### src/rtl/core/clpv_pkg.sv
// clpv_pkg: shared widths, register indexes, word types and fixed-point helpers
// for the cloth particle Verlet and constraint block; depends on nothing
`timescale 1ns / 1ps
`default_nettype none

package clpv_pkg;

	localparam int POS_WIDTH   = 32;
	localparam int FRAC_BITS   = 16;
	localparam int COEF_WIDTH  = 17;
	localparam int DT_WIDTH    = 22;
	localparam int MUL_B_WIDTH = DT_WIDTH;
	localparam int DIFF_WIDTH  = POS_WIDTH + 1;
	localparam int PROD_WIDTH  = DIFF_WIDTH + MUL_B_WIDTH + 1;
	localparam int SUM_WIDTH   = POS_WIDTH + 2;
	localparam int CFG_IDX_WIDTH = 3;

	localparam logic signed [POS_WIDTH-1:0] POS_MAX = {1'b0, {(POS_WIDTH-1){1'b1}}};
	localparam logic signed [POS_WIDTH-1:0] POS_MIN = {1'b1, {(POS_WIDTH-1){1'b0}}};

	localparam logic REQ_VERLET     = 1'b0;
	localparam logic REQ_CONSTRAINT = 1'b1;
	localparam logic KIND_VERLET     = 1'b0;
	localparam logic KIND_CONSTRAINT = 1'b1;

	localparam logic [CFG_IDX_WIDTH-1:0] CFG_KEEP_FACTOR = 3'd0;
	localparam logic [CFG_IDX_WIDTH-1:0] CFG_DT_SQUARED  = 3'd1;
	localparam logic [CFG_IDX_WIDTH-1:0] CFG_ACCEL_X     = 3'd2;
	localparam logic [CFG_IDX_WIDTH-1:0] CFG_ACCEL_Y     = 3'd3;
	localparam logic [CFG_IDX_WIDTH-1:0] CFG_ACCEL_Z     = 3'd4;
	localparam logic [CFG_IDX_WIDTH-1:0] CFG_DOUBLE_COEF = 3'd5;
	localparam logic [CFG_IDX_WIDTH-1:0] CFG_SINGLE_COEF = 3'd6;

	localparam logic [COEF_WIDTH-1:0] KEEP_FACTOR_RST = 17'd64881;
	localparam logic [DT_WIDTH-1:0]   DT_SQUARED_RST  = 22'd27689;
	localparam logic [COEF_WIDTH-1:0] DOUBLE_COEF_RST = 17'd32768;
	localparam logic [COEF_WIDTH-1:0] SINGLE_COEF_RST = 17'd65536;

	typedef struct packed {
		logic                        req_type;
		logic signed [POS_WIDTH-1:0] pos_x;
		logic signed [POS_WIDTH-1:0] pos_y;
		logic signed [POS_WIDTH-1:0] pos_z;
		logic signed [POS_WIDTH-1:0] old_x;
		logic signed [POS_WIDTH-1:0] old_y;
		logic signed [POS_WIDTH-1:0] old_z;
		logic                        movable;
		logic signed [POS_WIDTH-1:0] neighbour_y;
		logic                        neighbour_movable;
		logic                        first_neighbour;
		logic                        last_neighbour;
	} req_t;

	typedef struct packed {
		logic                        kind;
		logic signed [POS_WIDTH-1:0] new_x;
		logic signed [POS_WIDTH-1:0] new_y;
		logic signed [POS_WIDTH-1:0] new_z;
		logic signed [POS_WIDTH-1:0] prev_x;
		logic signed [POS_WIDTH-1:0] prev_y;
		logic signed [POS_WIDTH-1:0] prev_z;
	} rsp_t;

	typedef struct packed {
		logic        [COEF_WIDTH-1:0] keep_factor;
		logic        [DT_WIDTH-1:0]   dt_squared;
		logic signed [POS_WIDTH-1:0]  accel_x;
		logic signed [POS_WIDTH-1:0]  accel_y;
		logic signed [POS_WIDTH-1:0]  accel_z;
		logic        [COEF_WIDTH-1:0] double_move_coef;
		logic        [COEF_WIDTH-1:0] single_move_coef;
	} cfg_t;

	function automatic logic signed [POS_WIDTH-1:0] sat_prod(
		input logic signed [PROD_WIDTH-1:0] v
	);
		logic signed [POS_WIDTH-1:0] r;
		if (v[PROD_WIDTH-1:POS_WIDTH-1] == {(PROD_WIDTH-POS_WIDTH+1){v[PROD_WIDTH-1]}}) begin
			r = v[POS_WIDTH-1:0];
		end else if (v[PROD_WIDTH-1]) begin
			r = POS_MIN;
		end else begin
			r = POS_MAX;
		end
		return r;
	endfunction

	function automatic logic signed [POS_WIDTH-1:0] sat_sum(
		input logic signed [SUM_WIDTH-1:0] v
	);
		logic signed [POS_WIDTH-1:0] r;
		if (v[SUM_WIDTH-1:POS_WIDTH-1] == {(SUM_WIDTH-POS_WIDTH+1){v[SUM_WIDTH-1]}}) begin
			r = v[POS_WIDTH-1:0];
		end else if (v[SUM_WIDTH-1]) begin
			r = POS_MIN;
		end else begin
			r = POS_MAX;
		end
		return r;
	endfunction

	// floor(a * b / 2^FRAC_BITS), saturated to the position range
	function automatic logic signed [POS_WIDTH-1:0] mulq(
		input logic signed [DIFF_WIDTH-1:0] a,
		input logic        [MUL_B_WIDTH-1:0] b
	);
		logic signed [PROD_WIDTH-1:0] prod;
		logic signed [PROD_WIDTH-1:0] shifted;
		prod    = a * $signed({1'b0, b});
		shifted = prod >>> FRAC_BITS;
		return sat_prod(shifted);
	endfunction

endpackage

`default_nettype wire

### src/rtl/core/clpv_constraint.sv
// clpv_constraint: running Y relaxation state and its per-neighbour update
// depends on clpv_pkg
`timescale 1ns / 1ps
`default_nettype none

module clpv_constraint (
	input  wire logic                                  clk,
	input  wire logic                                  arst_n,
	input  wire clpv_pkg::req_t                        word_s1,
	input  wire logic                                  step,
	input  wire logic        [clpv_pkg::COEF_WIDTH-1:0] double_move_coef,
	input  wire logic        [clpv_pkg::COEF_WIDTH-1:0] single_move_coef,
	output logic signed      [clpv_pkg::POS_WIDTH-1:0]  next_y
);

	logic signed [clpv_pkg::POS_WIDTH-1:0]   running_y_q;
	logic                                    self_movable_q;
	logic signed [clpv_pkg::POS_WIDTH-1:0]   base_y;
	logic                                    base_mov;
	logic        [clpv_pkg::COEF_WIDTH-1:0]  coef;
	logic signed [clpv_pkg::DIFF_WIDTH-1:0]  diff;
	logic signed [clpv_pkg::POS_WIDTH-1:0]   corr;
	logic signed [clpv_pkg::SUM_WIDTH-1:0]   sum;
	logic                                    upd;

	assign base_y   = word_s1.first_neighbour ? word_s1.pos_y : running_y_q;
	assign base_mov = word_s1.first_neighbour ? word_s1.movable : self_movable_q;
	assign coef     = word_s1.neighbour_movable ? double_move_coef : single_move_coef;

	assign diff = clpv_pkg::DIFF_WIDTH'(word_s1.neighbour_y) - clpv_pkg::DIFF_WIDTH'(base_y);
	assign corr = clpv_pkg::mulq(diff,
		{{(clpv_pkg::MUL_B_WIDTH-clpv_pkg::COEF_WIDTH){1'b0}}, coef});
	assign sum  = clpv_pkg::SUM_WIDTH'(base_y) + clpv_pkg::SUM_WIDTH'(corr);

	assign next_y = base_mov ? clpv_pkg::sat_sum(sum) : base_y;
	assign upd    = step && (word_s1.req_type == clpv_pkg::REQ_CONSTRAINT);

	always_ff @(posedge clk or negedge arst_n) begin
		if (!arst_n) begin
			running_y_q    <= '0;
			self_movable_q <= 1'b0;
		end else if (upd) begin
			running_y_q    <= next_y;
			self_movable_q <= base_mov;
		end
	end

	// verlet words leave the relaxation state alone
	a_verlet_keeps_state: assert property (@(posedge clk) disable iff (!arst_n)
		step && word_s1.req_type == clpv_pkg::REQ_VERLET
		|=> $stable(running_y_q) && $stable(self_movable_q))
		else $error("relaxation state changed by a verlet word");

	a_first_loads_flag: assert property (@(posedge clk) disable iff (!arst_n)
		upd && word_s1.first_neighbour |=> self_movable_q == $past(word_s1.movable))
		else $error("movable flag not taken on first neighbour");

	// fixed particle keeps its Y through the neighbour stream
	a_fixed_holds_y: assert property (@(posedge clk) disable iff (!arst_n)
		upd && !word_s1.first_neighbour && !self_movable_q |=> $stable(running_y_q))
		else $error("running y moved for a fixed particle");

endmodule

`default_nettype wire

### config.mk
export PLATFORM = sky130hd
export DESIGN_NAME = clpv_constraint
export DESIGN_NICKNAME = d
export VERILOG_FILES = /design/src/rtl/core/clpv_pkg.sv /design/src/rtl/core/clpv_constraint.sv
export SDC_FILE = /design/constraint.sdc
export NUM_CORES = 2
export LEC_CHECK = 0
export BUFFER_PORTS_ARGS = -buffer_cell sky130_fd_sc_hd__buf_2
export CORE_MARGIN = 4
export CORE_UTILIZATION = 47
export CTS_BUF_LIST = sky130_fd_sc_hd__clkbuf_2 sky130_fd_sc_hd__clkbuf_4 sky130_fd_sc_hd__clkbuf_8
export DETAILED_ROUTE_END_ITERATION = 16
export PLACE_DENSITY = 0.74
export SLEW_MARGIN = 20
export SYNTH_ARGS = -nofsm -noshare
export SYNTH_HDL_FRONTEND = slang
export SYNTH_SLANG_ARGS = --single-unit
### constraint.sdc
create_clock -name clk -period 30.5 [get_ports clk]
set_input_delay 3.05 -clock clk [delete_from_list [all_inputs] [get_ports clk]]
set_output_delay 3.05 -clock clk [all_outputs]
set_load 0.005 [all_outputs]
# Word-level counts from Yosys, hierarchy flattened
# Index checks and enable logic that the tools add are counted.
dict set report totals {
  regBits 33
  in_bits 266
  out_inout_bits 32
  wordCells 16
}
dict set report op_classes {
  n_addsub 2
  mul 1
  eq_ne 2
  muxes 8
  reduce_logical 1
}
# cell n
set op_table {}
lappend op_table {{$mux 32} 6}
lappend op_table {{$mul 33x18->51} 1}
lappend op_table {{$add 32x32->33} 1}
lappend op_table {{$sub 32x32->33} 1}
lappend op_table {{$mux 17} 1}
lappend op_table {{$eq 8x8->1} 1}
lappend op_table {{$eq 2x2->1} 1}
lappend op_table {{$logic_and 1x1->1} 1}
lappend op_table {{$mux 1} 1}

# Depth between registers and ports, before layout
dict set report depth {
  ltp_word 9
  mapped_depth 55
  depth_no_buf 48
}

# Worst setup path after synthesis
# Ideal clock, no wire load.
dict set report synth_timing {
  kind {in2out}
  from {input word_s1[1] (netlist name)}
  to {output next_y[30] (netlist name)}
  arrival_ps 14998
  required_ps 27450
  slack_ps 12452
  path_stages 49
  n_path_buf 3
  cell_sequence {clkbuf_8 -> clkbuf_1 -> mux2_2 -> ha_1 -> inv_1 -> fa_1 -> a21o_1 -> a21oi_2 -> o211ai_1 -> or2_1 -> a221o_1 -> a31o_2 -> a211oi_2 -> o31ai_2 -> a31oi_1 -> inv_1 -> fa_1 -> fa_1 -> [13 not listed] -> a21oi_1 -> o21bai_1 -> xnor2_1 -> a31oi_1 -> clkbuf_1 -> a21oi_1 -> ha_1 -> fa_1 -> a21o_1 -> a21oi_1 -> o41ai_1 -> a31oi_1 -> o31ai_2 -> a21oi_1 -> o21ai_0 -> nor3b_1 -> or4_4 -> a31oi_1}
}
dict set report synth_via {
  elab_chain_cells 9
}
# element line_no
set synth_rtl {}
lappend synth_rtl {{start: declaration} clpv_constraint.sv:9} ;# input wire clpv_pkg::req_t word_s1,
lappend synth_rtl {{$mux 32} clpv_constraint.sv:26} ;# assign base_y = word_s1.first_neighbour ? word_s1.pos_y : running_y_q;
lappend synth_rtl {{$sub 32x32->33} clpv_constraint.sv:30} ;# assign diff = clpv_pkg::DIFF_WIDTH'(word_s1.neighbour_y) - clpv_pkg::DIFF_WIDTH'(base_y);
lappend synth_rtl {{$mul 33x18->51} clpv_pkg.sv:109} ;# prod = a * $signed({1'b0, b});
lappend synth_rtl {{$eq 8x8->1 / $mux 32 (equally long branches)} {clpv_pkg.sv:78, clpv_pkg.sv:80}}
lappend synth_rtl {{$mux 32} clpv_pkg.sv:78} ;# if (v[PROD_WIDTH-1:POS_WIDTH-1] == {(PROD_WIDTH-POS_WIDTH+1){v[PROD_WIDTH-1]}}) begin
lappend synth_rtl {{$add 32x32->33} clpv_constraint.sv:33} ;# assign sum = clpv_pkg::SUM_WIDTH'(base_y) + clpv_pkg::SUM_WIDTH'(corr);
lappend synth_rtl {{$eq 2x2->1 / $mux 32 (equally long branches)} {clpv_pkg.sv:92, clpv_pkg.sv:94}}
lappend synth_rtl {{$mux 32} clpv_pkg.sv:92} ;# if (v[SUM_WIDTH-1:POS_WIDTH-1] == {(SUM_WIDTH-POS_WIDTH+1){v[SUM_WIDTH-1]}}) begin
lappend synth_rtl {{$mux 32 *} clpv_constraint.sv:35} ;# assign next_y = base_mov ? clpv_pkg::sat_sum(sum) : base_y;
lappend synth_rtl {{end: declaration} clpv_constraint.sv:13} ;# output logic signed [clpv_pkg::POS_WIDTH-1:0] next_y
# Mark *: on every way between the ends. The rest lies on a longest branch, timed or not.

# Worst setup path after layout
dict set report layout_timing {
  from {input word_s1[1] (netlist name)}
  to {output next_y[0] (netlist name)}
}
# The elaborated chain is that of the path after synthesis.

==> metrics.txt <==
wire length per cell 19.26 um; TritonCTS clock tree built; Routed Antenna Nets 0; FF-to-FF setup slack approximately 15 ns; Post-CTS Setup Bufs 0; post-synth top area share 0.4229; mux cell area share after synthesis 0.02806; Clock Latency Late Sink 0.30 ns; HPWL after DPL between 50 and 60 mm; sequential cell area slightly above 800 sq um; first-pass GRT wire length around 120 mm; unrepaired setup endpoints after global routing no; Synth Area in Compound Gates 0.1214; vias in the first global route 22,500; drt via density 5.588; Pins Over Slew Limit 0; crit-path max FO 34; number of core rows 84; Syn. warnings 0; number of DRC markers in iteration 0 1,531; DRC viols 0; FF+latch count, synth 33; Nets 4,092; cts-stage hold buffer count 0; core box area between 50,000 and 60,000 sq um; Synth Area in XOR/XNOR 0.04167; TritonCTS buffer count 5; post-cts repair resize count 0; async set-reset flop share out of synthesis 1.000; Final GP Congestion around 0.93; syn_area_per_cell 8.354 sq um; Cell Area, Synth 25,370 sq um; final count of negative-setup-slack endpoints 0; area share of fa/ha/maj cells after synthesis 0.5127; CP Capture Type output port; CP delay by family, top compound AO/OA/AOI/OAI gates; relative slew slack 0.1568; Die Area around 58,000 sq um; gr usage total 0.2591; Synth cell types slightly below 90; worst slew pin tran ~1.3 ns; placed cell area 26,840 sq um; status finished clean; top cells by area, synth fa_1 (42%), inv_1 (10%), ha_1 (9.0%), nand2_1 (6.3%), nor2_1 (3.6%); CP Launch Type primary input; initial antenna violation count 3; final wirelength 73.11 mm; Gate Count Post-Synth 3,037; Worst path depth 49; Max Freq 48.13 MHz; final hold vios 0; share of cells above drive strength 1 0.1030; fin crit share 0.6812; Crit path required time 27.45 ns; Setup Crit Path Kind primary input to output port; total gr overflow 0; TritonRoute pass-1 iters 5; post-route setup TNS 0 ns; Synth Area in Simple Gates 0.1403; Syn Nets around 4,000; Initial Utilization 0.4790; CTS HTree Levels 2; Clk pin slew, worst setup/hold paths 0.07 ns; Clock Tree Buf Depth 2; total vias in the final route between 20,000 and 25,000; Diodes inserted 0; Filler Cell Count slightly above 5,000; Clock Sink Count 33; Hold Crit Class flop to flop; area of the multi-input gates 21,530 sq um; area grow syn2layout 6.165%; root buffer cell clkbuf_8; Arrival @ worst endpoint about 18 ns; Yosys top cell by area fa_1; Worst Clk Skew between 0.008 and 0.009 ns; pin count of the biggest net entering global routing 62; Seq/Total Area, Yosys 0.03255; Die Y 240.3 um; main combinational cell family by area after synthesis adder cells; slowest stage cell, crit path xor2_1; post-route minimum period 20.78 ns; ys flop type dfrtp_1; Post-synth EDFFs 0; die width 240.3 um; Hold Path Stages 2; # port buffers around 140; # IOs 298; Crit path top cell by count fa_1; Finished Cell Area approximately 27,000 sq um; Buf/Inv on CP 8; Worst path max stage delay 0.89 ns; Max Cap Violations 0; Register-to-Register Path Depth 48
[stage by stage]
| step | setup WS (ns) | cells | utilization | hold WS (ns) |
|---|---|---|---|---|
| 2_1_floorplan | 12.45 | 3037 | - | 0.4520 |
| 3_3_place_gp | 10.03 | 3789 | 0.5064 | 0.4645 |
| 3_5_place_dp | 10.07 | 3789 | 0.5066 | 0.4721 |
| 4_1_cts | 9.997 | 3796 | 0.5083 | 0.4897 |
| 5_1_grt | 8.932 | 3796 | 0.5085 | 0.4974 |
| 6_report | 9.722 | 3796 | 0.5085 | 0.4875 |
[cell usage in the layout, fill, tap and decap left out, drive strengths merged, types with 46 or more instances in the layout]
cell / instances
a21o: 56
a21oi: 160
buf: 181
fa: 536
ha: 182
inv: 694
mux2: 46
nand2: 423
nor2: 242
o21ai: 86
xnor2: 75
[metal layers]
layer	track usage	wire [um]	vias to the layer above
met5	0	33	-
met4	0.1076	3757	6
met3	0.03946	5156	260
met2	0.4561	36190	830
met1	0.3188	27970	10600
li1	-	-	9513
[cell usage after synthesis, types with 30 or more instances]
cell and number:
a21o_1 53, xor2_1 44, o21ai_0 73, a31oi_1 30, ha_1 182, dfrtp_1 33, xnor2_1 73, inv_1 694
clkbuf_1 93, nand2_1 423, mux2_2 45, fa_1 536, nor3_1 30, nor2_1 241, a21oi_1 146
[kinds of logic after synthesis]
group	Yosys count
buf+inv	811
xor+xnor	119
mux	65
compound gates	455
simple gates	836
flops	33
fa+ha+maj	718
[sequential cells by signal, summed over array words and instances, names as in the netlist]
register / cells
self_movable_q: 1
running_y_q: 32
[final timing paths]
check,end,from
min in group asynchronous,running_y_q[5]$_DFFE_PN0P_,arst_n
worst max-delay path,next_y[0],word_s1[1]
worst max register to register,running_y_q[21]$_DFFE_PN0P_,running_y_q[0]$_DFFE_PN0P_
worst min register to register,running_y_q[6]$_DFFE_PN0P_,running_y_q[6]$_DFFE_PN0P_
max in group asynchronous,self_movable_q$_DFFE_PN0P_,arst_n
worst min-delay path,running_y_q[6]$_DFFE_PN0P_,running_y_q[6]$_DFFE_PN0P_
[final cells by class]
| cell class | count | share of cell area |
|---|---|---|
| multi-input combinational | 2193 | 0.7995 |
| inverter | 694 | 0.09672 |
| timing repair buffer | 181 | 0.03781 |
| tap | 688 | 0.03196 |
| sequential | 33 | 0.03066 |
| clock buffer | 7 | 0.003345 |
[worst min-delay path, stage by stage, from the launching register on]
cell	delay, ns
dfrtp_1	0.34
a21oi_1	0.05
o21ai_0	0.06
Power is not shown: default switching activity piles up to over one toggle a cycle in this logic, so the estimate is an artifact.
