### src/rtl/core/clpv_pkg.sv
// clpv_pkg: shared widths, register indexes, word types and fixed-point helpers
// for the cloth particle Verlet and constraint block; depends on nothing
`timescale 1ns / 1ps
`default_nettype none

package clpv_pkg;

	localparam int POS_WIDTH   = 32;
	localparam int FRAC_BITS   = 16;
	localparam int COEF_WIDTH  = 17;
	localparam int DT_WIDTH    = 22;
	localparam int MUL_B_WIDTH = DT_WIDTH;
	localparam int DIFF_WIDTH  = POS_WIDTH + 1;
	localparam int PROD_WIDTH  = DIFF_WIDTH + MUL_B_WIDTH + 1;
	localparam int SUM_WIDTH   = POS_WIDTH + 2;
	localparam int CFG_IDX_WIDTH = 3;

	localparam logic signed [POS_WIDTH-1:0] POS_MAX = {1'b0, {(POS_WIDTH-1){1'b1}}};
	localparam logic signed [POS_WIDTH-1:0] POS_MIN = {1'b1, {(POS_WIDTH-1){1'b0}}};

	localparam logic REQ_VERLET     = 1'b0;
	localparam logic REQ_CONSTRAINT = 1'b1;
	localparam logic KIND_VERLET     = 1'b0;
	localparam logic KIND_CONSTRAINT = 1'b1;

	localparam logic [CFG_IDX_WIDTH-1:0] CFG_KEEP_FACTOR = 3'd0;
	localparam logic [CFG_IDX_WIDTH-1:0] CFG_DT_SQUARED  = 3'd1;
	localparam logic [CFG_IDX_WIDTH-1:0] CFG_ACCEL_X     = 3'd2;
	localparam logic [CFG_IDX_WIDTH-1:0] CFG_ACCEL_Y     = 3'd3;
	localparam logic [CFG_IDX_WIDTH-1:0] CFG_ACCEL_Z     = 3'd4;
	localparam logic [CFG_IDX_WIDTH-1:0] CFG_DOUBLE_COEF = 3'd5;
	localparam logic [CFG_IDX_WIDTH-1:0] CFG_SINGLE_COEF = 3'd6;

	localparam logic [COEF_WIDTH-1:0] KEEP_FACTOR_RST = 17'd64881;
	localparam logic [DT_WIDTH-1:0]   DT_SQUARED_RST  = 22'd27689;
	localparam logic [COEF_WIDTH-1:0] DOUBLE_COEF_RST = 17'd32768;
	localparam logic [COEF_WIDTH-1:0] SINGLE_COEF_RST = 17'd65536;

	typedef struct packed {
		logic                        req_type;
		logic signed [POS_WIDTH-1:0] pos_x;
		logic signed [POS_WIDTH-1:0] pos_y;
		logic signed [POS_WIDTH-1:0] pos_z;
		logic signed [POS_WIDTH-1:0] old_x;
		logic signed [POS_WIDTH-1:0] old_y;
		logic signed [POS_WIDTH-1:0] old_z;
		logic                        movable;
		logic signed [POS_WIDTH-1:0] neighbour_y;
		logic                        neighbour_movable;
		logic                        first_neighbour;
		logic                        last_neighbour;
	} req_t;

	typedef struct packed {
		logic                        kind;
		logic signed [POS_WIDTH-1:0] new_x;
		logic signed [POS_WIDTH-1:0] new_y;
		logic signed [POS_WIDTH-1:0] new_z;
		logic signed [POS_WIDTH-1:0] prev_x;
		logic signed [POS_WIDTH-1:0] prev_y;
		logic signed [POS_WIDTH-1:0] prev_z;
	} rsp_t;

	typedef struct packed {
		logic        [COEF_WIDTH-1:0] keep_factor;
		logic        [DT_WIDTH-1:0]   dt_squared;
		logic signed [POS_WIDTH-1:0]  accel_x;
		logic signed [POS_WIDTH-1:0]  accel_y;
		logic signed [POS_WIDTH-1:0]  accel_z;
		logic        [COEF_WIDTH-1:0] double_move_coef;
		logic        [COEF_WIDTH-1:0] single_move_coef;
	} cfg_t;

	function automatic logic signed [POS_WIDTH-1:0] sat_prod(
		input logic signed [PROD_WIDTH-1:0] v
	);
		logic signed [POS_WIDTH-1:0] r;
		if (v[PROD_WIDTH-1:POS_WIDTH-1] == {(PROD_WIDTH-POS_WIDTH+1){v[PROD_WIDTH-1]}}) begin
			r = v[POS_WIDTH-1:0];
		end else if (v[PROD_WIDTH-1]) begin
			r = POS_MIN;
		end else begin
			r = POS_MAX;
		end
		return r;
	endfunction

	function automatic logic signed [POS_WIDTH-1:0] sat_sum(
		input logic signed [SUM_WIDTH-1:0] v
	);
		logic signed [POS_WIDTH-1:0] r;
		if (v[SUM_WIDTH-1:POS_WIDTH-1] == {(SUM_WIDTH-POS_WIDTH+1){v[SUM_WIDTH-1]}}) begin
			r = v[POS_WIDTH-1:0];
		end else if (v[SUM_WIDTH-1]) begin
			r = POS_MIN;
		end else begin
			r = POS_MAX;
		end
		return r;
	endfunction

	// floor(a * b / 2^FRAC_BITS), saturated to the position range
	function automatic logic signed [POS_WIDTH-1:0] mulq(
		input logic signed [DIFF_WIDTH-1:0] a,
		input logic        [MUL_B_WIDTH-1:0] b
	);
		logic signed [PROD_WIDTH-1:0] prod;
		logic signed [PROD_WIDTH-1:0] shifted;
		prod    = a * $signed({1'b0, b});
		shifted = prod >>> FRAC_BITS;
		return sat_prod(shifted);
	endfunction

endpackage

`default_nettype wire

### src/rtl/core/clpv_cfg_regs.sv
// clpv_cfg_regs: configuration register file written through the cfg channel
// depends on clpv_pkg
`timescale 1ns / 1ps
`default_nettype none

module clpv_cfg_regs (
	input  wire logic                                 clk,
	input  wire logic                                 arst_n,
	input  wire logic                                 cfg_valid,
	output logic                                      cfg_ready,
	input  wire logic [clpv_pkg::CFG_IDX_WIDTH-1:0]   cfg_index,
	input  wire logic [clpv_pkg::POS_WIDTH-1:0]       cfg_data,
	output clpv_pkg::cfg_t                            cfg
);

	clpv_pkg::cfg_t cfg_q;

	assign cfg_ready = 1'b1;
	assign cfg       = cfg_q;

	always_ff @(posedge clk or negedge arst_n) begin
		if (!arst_n) begin
			cfg_q.keep_factor      <= clpv_pkg::KEEP_FACTOR_RST;
			cfg_q.dt_squared       <= clpv_pkg::DT_SQUARED_RST;
			cfg_q.accel_x          <= '0;
			cfg_q.accel_y          <= '0;
			cfg_q.accel_z          <= '0;
			cfg_q.double_move_coef <= clpv_pkg::DOUBLE_COEF_RST;
			cfg_q.single_move_coef <= clpv_pkg::SINGLE_COEF_RST;
		end else if (cfg_valid && cfg_ready) begin
			case (cfg_index)
				clpv_pkg::CFG_KEEP_FACTOR: begin
					cfg_q.keep_factor <= cfg_data[clpv_pkg::COEF_WIDTH-1:0];
				end
				clpv_pkg::CFG_DT_SQUARED: begin
					cfg_q.dt_squared <= cfg_data[clpv_pkg::DT_WIDTH-1:0];
				end
				clpv_pkg::CFG_ACCEL_X: begin
					cfg_q.accel_x <= $signed(cfg_data);
				end
				clpv_pkg::CFG_ACCEL_Y: begin
					cfg_q.accel_y <= $signed(cfg_data);
				end
				clpv_pkg::CFG_ACCEL_Z: begin
					cfg_q.accel_z <= $signed(cfg_data);
				end
				clpv_pkg::CFG_DOUBLE_COEF: begin
					cfg_q.double_move_coef <= cfg_data[clpv_pkg::COEF_WIDTH-1:0];
				end
				clpv_pkg::CFG_SINGLE_COEF: begin
					cfg_q.single_move_coef <= cfg_data[clpv_pkg::COEF_WIDTH-1:0];
				end
				default: begin
				end
			endcase
		end
	end

endmodule

`default_nettype wire

### config.mk
export PLATFORM = sky130hd
export DESIGN_NAME = clpv_cfg_regs
export DESIGN_NICKNAME = d
export VERILOG_FILES = /design/src/rtl/core/clpv_pkg.sv /design/src/rtl/core/clpv_cfg_regs.sv
export SDC_FILE = /design/constraint.sdc
export NUM_CORES = 1
export LEC_CHECK = 0
export BUFFER_PORTS_ARGS = -buffer_cell sky130_fd_sc_hd__buf_2
export CORE_MARGIN = 2
export CORE_UTILIZATION = 54
export CTS_BUF_LIST = sky130_fd_sc_hd__clkbuf_16
export DETAILED_ROUTE_END_ITERATION = 6
export PLACE_DENSITY = 0.87
export SLEW_MARGIN = 20
export SYNTH_ARGS = -nofsm -noshare
export SYNTH_HDL_FRONTEND = slang
export SYNTH_SLANG_ARGS = --single-unit
export TNS_END_PERCENT = 1
### constraint.sdc
create_clock -name clk -period 1.5 [get_ports clk]
set_clock_uncertainty 0.15 [all_clocks]
set_input_delay 0.15 -clock clk [delete_from_list [all_inputs] [get_ports clk]]
set_output_delay 0.15 -clock clk [all_outputs]
set_load 0.1 [all_outputs]
Word-level counts from Yosys, hierarchy flattened. Index checks and enable logic that the tools add are counted.

Output and inout bits: 170. Flip-flop bits (word level): 169. Logic and storage cells: 21. Bits of input ports: 38.

Reductions and logical operators: 8. Equal/unequal tests: 6.

Operator list (number): $reduce_and A2 Y1 (7); $eq A3 B3 Y1 const B (3); $eq A3 B2 Y1 const B (2); $eq A3 B1 Y1 const B (1); $logic_not A3 Y1 (1).

Longest topological paths before layout. Gate-level depths: netlist (run 1).

Depth after elaboration: 2. Gate-level depth with buffers: 5.

Worst setup path after synthesis (run 1). Ideal clock, no wire load.

Kind: input to register. Start: in cfg_index[0] (netlist bit). End: reg cfg_q (netlist bit cfg[153]). Slack: -45 ps. Stages on the path: 4. Setup time: 126 ps. Data arrival time: 1268 ps. Buffers on the path: 2. Cell sequence: buf_6 > nor4b_4 > buf_8 > mux2_4.

Longest elaborated chain between the ends: 2.

RTL lines: start: declaration (RTL line clpv_cfg_regs.sv:11) `input wire logic [clpv_pkg::CFG_IDX_WIDTH-1:0] cfg_index,`; $logic_not A3 Y1 (RTL line clpv_cfg_regs.sv:31) `case (cfg_index)`; $reduce_and A2 Y1 (no source line); end: declaration (RTL line clpv_cfg_regs.sv:16) `clpv_pkg::cfg_t cfg_q;`.

Every way passes these cells. A chain may end at the register's enable or synchronous reset.

Worst setup path after layout (run 1).
Start: reg cfg_q (netlist bit cfg[31]). End: out cfg[31] (netlist bit).

RTL lines: end: declaration (RTL line clpv_cfg_regs.sv:13) `output clpv_pkg::cfg_t cfg`.

No word-level cell between the ends.

==> flow_metrics.py, run 1 <==
metrics = {
    "timing": {
        "max_freq_mhz": 677,
        "min_period_over_period_pct": 98.5,
        "maxSlewViolCount": 0,
        "fin_hold_ws_ns": 0.0714,
        "final-hold-violation-count": 0,
        "layout_min_cycle_time_ns": 1.48,
        "finalSetupViolations": 0,
    },
    "placed_design": {
        "place.gp.congestion": 0.759,
        "place_hpwl_microns": 10600,
        "portBuffers": 206,
        "placed_cell_area_sq_um": 8180,
        "placed_cells_incl_taps": 720,
    },
    "cells_and_area": {
        "layout.cells.most_common": "mux2_2",
        "layout-drive-gt1-share_pct": 69.6,
        "largest_register_ff_count": 169,
        "flow.area_growth_from_synthesis_pct": 46.0,
        "post-route-cell-area_sq_um": 9420,
        "layout.nets": 667,
        "layout.cells.non_filler": 784,
        "most-common-layout-cells": "154 x mux2_2, 149 x dfrtp_1, 130 x buf_4",
        "n_antenna_cell": 0,
    },
    "clock_tree": {
        "tritoncts.num_buffers": 17,
        "root_buffer": "clkbuf_16",
        "cts_tree": "built",
        "cts_sinks": 169,
        "clock_insertion_delay_worst_skew_ns": 0.42,
        "cts_max_path_buffers": 2,
        "clk_pin_slew_worst_paths_ns": 0.06,
        "htree_levels": 4,
    },
    "yosys": {
        "postSynthRegisterBits": 169,
        "synth_top_cell_by_area": "dfrtp_1",
        "synth.area.top_cells": "dfrtp_1 58%, mux2_2 27%, dfstp_2 8.1%",
        "syn-instance-count": 367,
        "avgSynthCellArea_sq_um": 17.6,
        "synth_cell_types": 16,
        "syn-cell-area_sq_um": 6450,
        "synth_seq_area_share_pct": 65.9,
        "synth_fp_nets": 405,
        "area_share_of_the_largest_cell_type_after_synthesis_pct": 57.8,
        "yosys_warnings": 0,
    },
    "floorplanning": {
        "dieArea_sq_um": 12800,
        "initial_utilization_pct": 56.0,
        "die_x_microns": 113,
        "die_h_microns": 113,
        "rows": 39,
        "number_of_top_level_design_ports": 208,
        "core-area_sq_um": 11500,
    },
    "drt": {
        "wl_per_cell_microns": 21.8,
        "vias": 4233,
        "drt_first_iter_violations": 231,
        "drt-vias-per-instance": 5.40,
        "postRouteWirelength_microns": 17100,
        "post_route_ant_nets": 0,
        "drc": 0,
        "drt-pass1-iter-count": 4,
    },
    "pwr": {
        "power_switching_share_pct": 51.1,
        "seqPwrFrac_pct": 29.5,
        "power.density_nw_per_um2": 2290,
        "power_report.internal_total_uw": 10500,
        "vdd.ir_drop.worst_uv": 1620,
        "total_leakage_power_uw": 0.00442,
        "comb_power_share_pct": 51.6,
        "clkPwrFrac_pct": 18.9,
        "switching_power_uw": 11000,
    },
    "worst_setup_path": {
        "cp_max_fo": 2,
        "critPathMaxStageDelay_ns": 0.42,
        "critical_path.n_buffers_inverters": 1,
        "cp_cell_sequence": "buf_2",
        "r2r_cells": 1,
        "timing.critical_path.to_type": "output pin",
        "cp.arrival_ns": 1.18,
        "slowest_stage": "buf_2",
        "cp.required_ns": 1.20,
        "crit_type": "reg -> out",
        "largest_delay_contributor_family_on_the_critical_path": "buffers and inverters",
        "crit_cells": 1,
        "setup.reg_to_reg.worst_slack_ns": 0.54,
        "crit_path_start_kind": "flop",
    },
    "global_route": {
        "antenna_found_initial": 0,
        "overflow": 0,
        "grt_max_degree": 43,
        "total_track_usage_pct": 26.7,
        "grt_pass1_wl_microns": 26000,
        "number_of_global_route_vias_before_repair": 4772,
    },
    "run": {
        "maxCapViolations": 0,
    },
    "outcome": {
        "outcome": "finished clean",
    },
    "hold_path": {
        "hp-class": "in -> async",
    },
}
-- synthesized netlist by cell type --
cell type / n
mux2_2: 154
buf_2: 9
conb_1: 1
nand4b_2: 2
mux2_1: 5
nor4bb_1: 1
dfrtp_1: 149
buf_6: 5
buf_4: 4
mux2_4: 10
clkbuf_2: 2
nand4b_1: 1
dfstp_2: 20
buf_8: 1
and4bb_2: 2
nor4b_4: 1
-- cell type report --
type / instances / area (sq um)
Multi-Input combinational cell: 177 / 2060
Fill cell: 575 / 2090
Timing Repair Buffer: 264 / 2390
Clock buffer: 17 / 425
Clock inverter: 14 / 119
Sequential cell: 169 / 4250
Tap cell: 143 / 179
-- repair_timing --
item	CTS	global route
endpoints found under the hold margin	322	0
hold buffers	33	0
buffers inserted	0	0
gates cloned	0	0
endpoints found under the setup margin	118	30
resized for setup	118	30
-- cells by family after synthesis --
group	Yosys count	share of synthesized area, %
buffers and inverters	21	2.42
AND/OR/NAND/NOR	7	1.51
multiplexers	169	30.1
flip-flops	169	65.9
other	1	0.0581
-- through the flow --
step	util (%)	total power [uW]	setup slack, ns	setup TNS, ns
2_1_floorplan	-	14700	-0.0406	-0.122
3_3_place_gp	71.0	16700	-0.0276	-0.810
3_5_place_dp	71.0	16900	-0.0634	-2.49
4_1_cts	81.2	21500	0.000436	0
5_1_grt	81.8	22200	-0.00303	-0.00303
6_report	81.8	21600	0.0221	0
-- per-layer routing --
| metal | GRT usage, % | routed length, microns | vias to the layer above |
|---|---|---|---|
| li1 | - | - | 1835 |
| met1 | 32.0 | 6600 | 2200 |
| met2 | 46.7 | 9180 | 169 |
| met3 | 6.91 | 957 | 29 |
| met4 | 9.67 | 327 | 0 |
| met5 | 0 | 0 | - |
-- path summary, 6_finish.rpt --
check	start	endpoint
max	cfg[31]$_DFFE_PN0P_	cfg[31]
min	arst_n	cfg[3]$_DFFE_PN0P_
max reg2reg	cfg[43]$_DFFE_PN0P_	cfg[43]$_DFFE_PN0P_
min reg2reg	cfg[47]$_DFFE_PN0P_	cfg[47]$_DFFE_PN0P_
max in group asynchronous	arst_n	cfg[160]$_DFFE_PN1P_
min in group clk	cfg_index[1]	cfg[2]$_DFFE_PN0P_
-- power groups by stage --
stage               Sequential [uW]  Combinational [uW]  Clock (uW)
global route                   6450               11400        4360
detailed placement             6320               10500           0
global placement               6240               10400           0
CTS                            6310               11100        4110
finish                         6360               11100        4080
floorplan                     13700                1030           0
Note: power is estimated with default switching activity, not from simulation.
==> run 2, diff against run 1 <==
--- a/config.mk
+++ b/config.mk
@@ -5,7 +5,7 @@
 export SDC_FILE = /design/constraint.sdc
 export NUM_CORES = 1
 export LEC_CHECK = 0
-export BUFFER_PORTS_ARGS = -buffer_cell sky130_fd_sc_hd__buf_2
+export BUFFER_PORTS_ARGS = -buffer_cell sky130_fd_sc_hd__buf_4
 export CORE_MARGIN = 2
 export CORE_UTILIZATION = 54
 export CTS_BUF_LIST = sky130_fd_sc_hd__clkbuf_16
==> run 2 against run 1 <==
Against the previous run:
- hold slack got worse by 0.028 ns
- global-route usage rose by 0.19 points
- non-clock buffer count fell by 2
- combinational power barely moved
- clock power rose by 8.1%
- critical path depth did not move
- worst setup slack improved by 0.0016 ns
- wire length rose by 0.14%
- core utilization rose by 0.48 points
- register-to-register slack got worse by 0.03 ns
- total power rose by 1.3%
- critical path type unchanged
- largest cell class unchanged
- largest power group unchanged
- highest routed layer unchanged
==> flow_metrics.py, run 2 (synthesis results as in run 1) <==
metrics = {
    "placed_design": {
        "place.gp.congestion": 0.781,
        "portBuffers": 206,
        "place_hpwl_microns": 10900,
    },
    "pwr": {
        "clkPwrFrac_pct": 20.2,
        "power.density_nw_per_um2": 2310,
        "power_report.internal_total_uw": 10800,
        "power.total_uw": 21900,
        "switching_power_uw": 11000,
        "total_leakage_power_uw": 0.00444,
        "vdd.ir_drop.worst_uv": 1510,
        "seqPwrFrac_pct": 29.0,
        "power_switching_share_pct": 50.4,
        "comb_power_share_pct": 50.9,
    },
    "drt": {
        "postRouteWirelength_microns": 17100,
        "drt-pass1-iter-count": 4,
        "wl_per_cell_microns": 21.8,
        "drt-vias-per-instance": 5.35,
        "post_route_ant_nets": 0,
        "drc": 0,
        "drt_first_iter_violations": 195,
        "vias": 4189,
    },
    "global_route": {
        "number_of_global_route_vias_before_repair": 4690,
        "antenna_found_initial": 0,
        "overflow": 0,
        "grt_max_degree": 38,
        "total_track_usage_pct": 26.9,
        "grt_pass1_wl_microns": 25900,
    },
    "clock_tree": {
        "clk_pin_slew_worst_paths_ns": 0.06,
        "cts_sinks": 169,
        "cts_tree": "built",
        "htree_levels": 4,
        "root_buffer": "clkbuf_16",
        "cts_max_path_buffers": 2,
        "tritoncts.num_buffers": 17,
        "number_of_buffers_inserted_to_repair_setup_after_cts": 0,
        "clock_insertion_delay_worst_skew_ns": 0.42,
    },
    "worst_setup_path": {
        "cp.required_ns": 1.20,
        "largest_delay_contributor_family_on_the_critical_path": "flip-flops",
        "critPathMaxStageDelay_ns": 0.55,
        "timing.critical_path.to_type": "output pin",
        "critical_path.n_buffers_inverters": 1,
        "crit_type": "reg -> out",
        "crit_path_start_kind": "flop",
        "cp_cell_sequence": "buf_8",
        "slowest_stage": "dfstp_2",
        "cp.arrival_ns": 1.18,
        "cp_max_fo": 2,
    },
    "timing": {
        "maxSlewViolCount": 0,
        "finalSetupViolations": 0,
        "final-hold-violation-count": 0,
        "max_freq_mhz": 677,
        "fin_hold_ws_ns": 0.0434,
        "layout_min_cycle_time_ns": 1.48,
        "min_period_over_period_pct": 98.4,
    },
    "floorplanning": {
        "dieArea_sq_um": 12800,
        "number_of_top_level_design_ports": 208,
        "core-area_sq_um": 11500,
        "die_x_microns": 113,
        "initial_utilization_pct": 56.0,
        "die_h_microns": 113,
        "rows": 39,
    },
    "cells_and_area": {
        "layout.nets": 665,
        "most-common-layout-cells": "196 x buf_4, 154 x mux2_2, 149 x dfrtp_1",
        "largest_register_ff_count": 169,
        "n_antenna_cell": 0,
        "flow.area_growth_from_synthesis_pct": 46.9,
        "layout-drive-gt1-share_pct": 69.2,
        "layout.cells.most_common": "buf_4",
    },
    "outcome": {
        "outcome": "finished clean",
    },
    "hold_path": {
        "hp-class": "in -> async",
    },
    "run": {
        "maxCapViolations": 0,
    },
}
[run 2: metal layers]
metal,GRT usage (%),share of wire [%]
met1,32.5,40
met2,46.7,53
met3,7.77,5.3
met4,8.70,1.8
met5,0,0
[run 2: path summary, 6_finish.rpt]
check / end / depth (start not counted) / start / slack, ns
setup / recovery: cfg[16] / 1 / cfg[16]$_DFFE_PN1P_ / 0.02
hold / removal: cfg[5]$_DFFE_PN0P_ / 2 / arst_n / 0.04
setup reg to reg: cfg[44]$_DFFE_PN0P_ / 1 / cfg[44]$_DFFE_PN0P_ / 0.51
hold reg to reg: cfg[134]$_DFFE_PN0P_ / 1 / cfg[134]$_DFFE_PN0P_ / 0.35
max in group asynchronous: cfg[63]$_DFFE_PN0P_ / 3 / arst_n / 0.52
min in group clk: cfg[0]$_DFFE_PN0P_ / 3 / cfg_index[1] / 0.08
[run 2: metrics by stage]
stage / std cells / instance area [sq um] / utilization [%] / worst slack, ns / TNS [ns]
after global placement: 718 / 8360 / 72.6 / -0.0324 / -0.508
after global routing: 783 / 9480 / 82.3 / -0.00202 / -0.00202
after CTS: 783 / 9370 / 81.4 / 0.00178 / 0
after detailed placement: 718 / 8360 / 72.6 / -0.0798 / -2.00
final: 783 / 9480 / 82.3 / 0.0238 / 0
after floorplan: 367 / 6460 / - / -0.0406 / -0.122
[run 2: layout make-up]
| type | instances | area [sq um] |
|---|---|---|
| clock inverters | 15 | 168 |
| multi-input cells | 177 | 2060 |
| repair buffers | 262 | 2390 |
| clock buffers | 17 | 425 |
| flip-flops and latches | 169 | 4250 |
| well taps | 143 | 179 |
| fillers | 575 | 2040 |
[run 2: power by group through the flow]
stage               sequential [uW]  clock [uW]  combinational, uW
floorplan                     13700           0               1030
global placement               6230           0              10700
detailed placement             6300           0              10800
CTS                            6280        4450              11000
global route                   6450        4670              11300
finish                         6330        4410              11100
[run 2: timing repair]
item,in CTS,in global routing
resized for setup,22,26
endpoints found under the setup margin,20,19
hold endpoints to repair,327,0
hold buffers,33,0
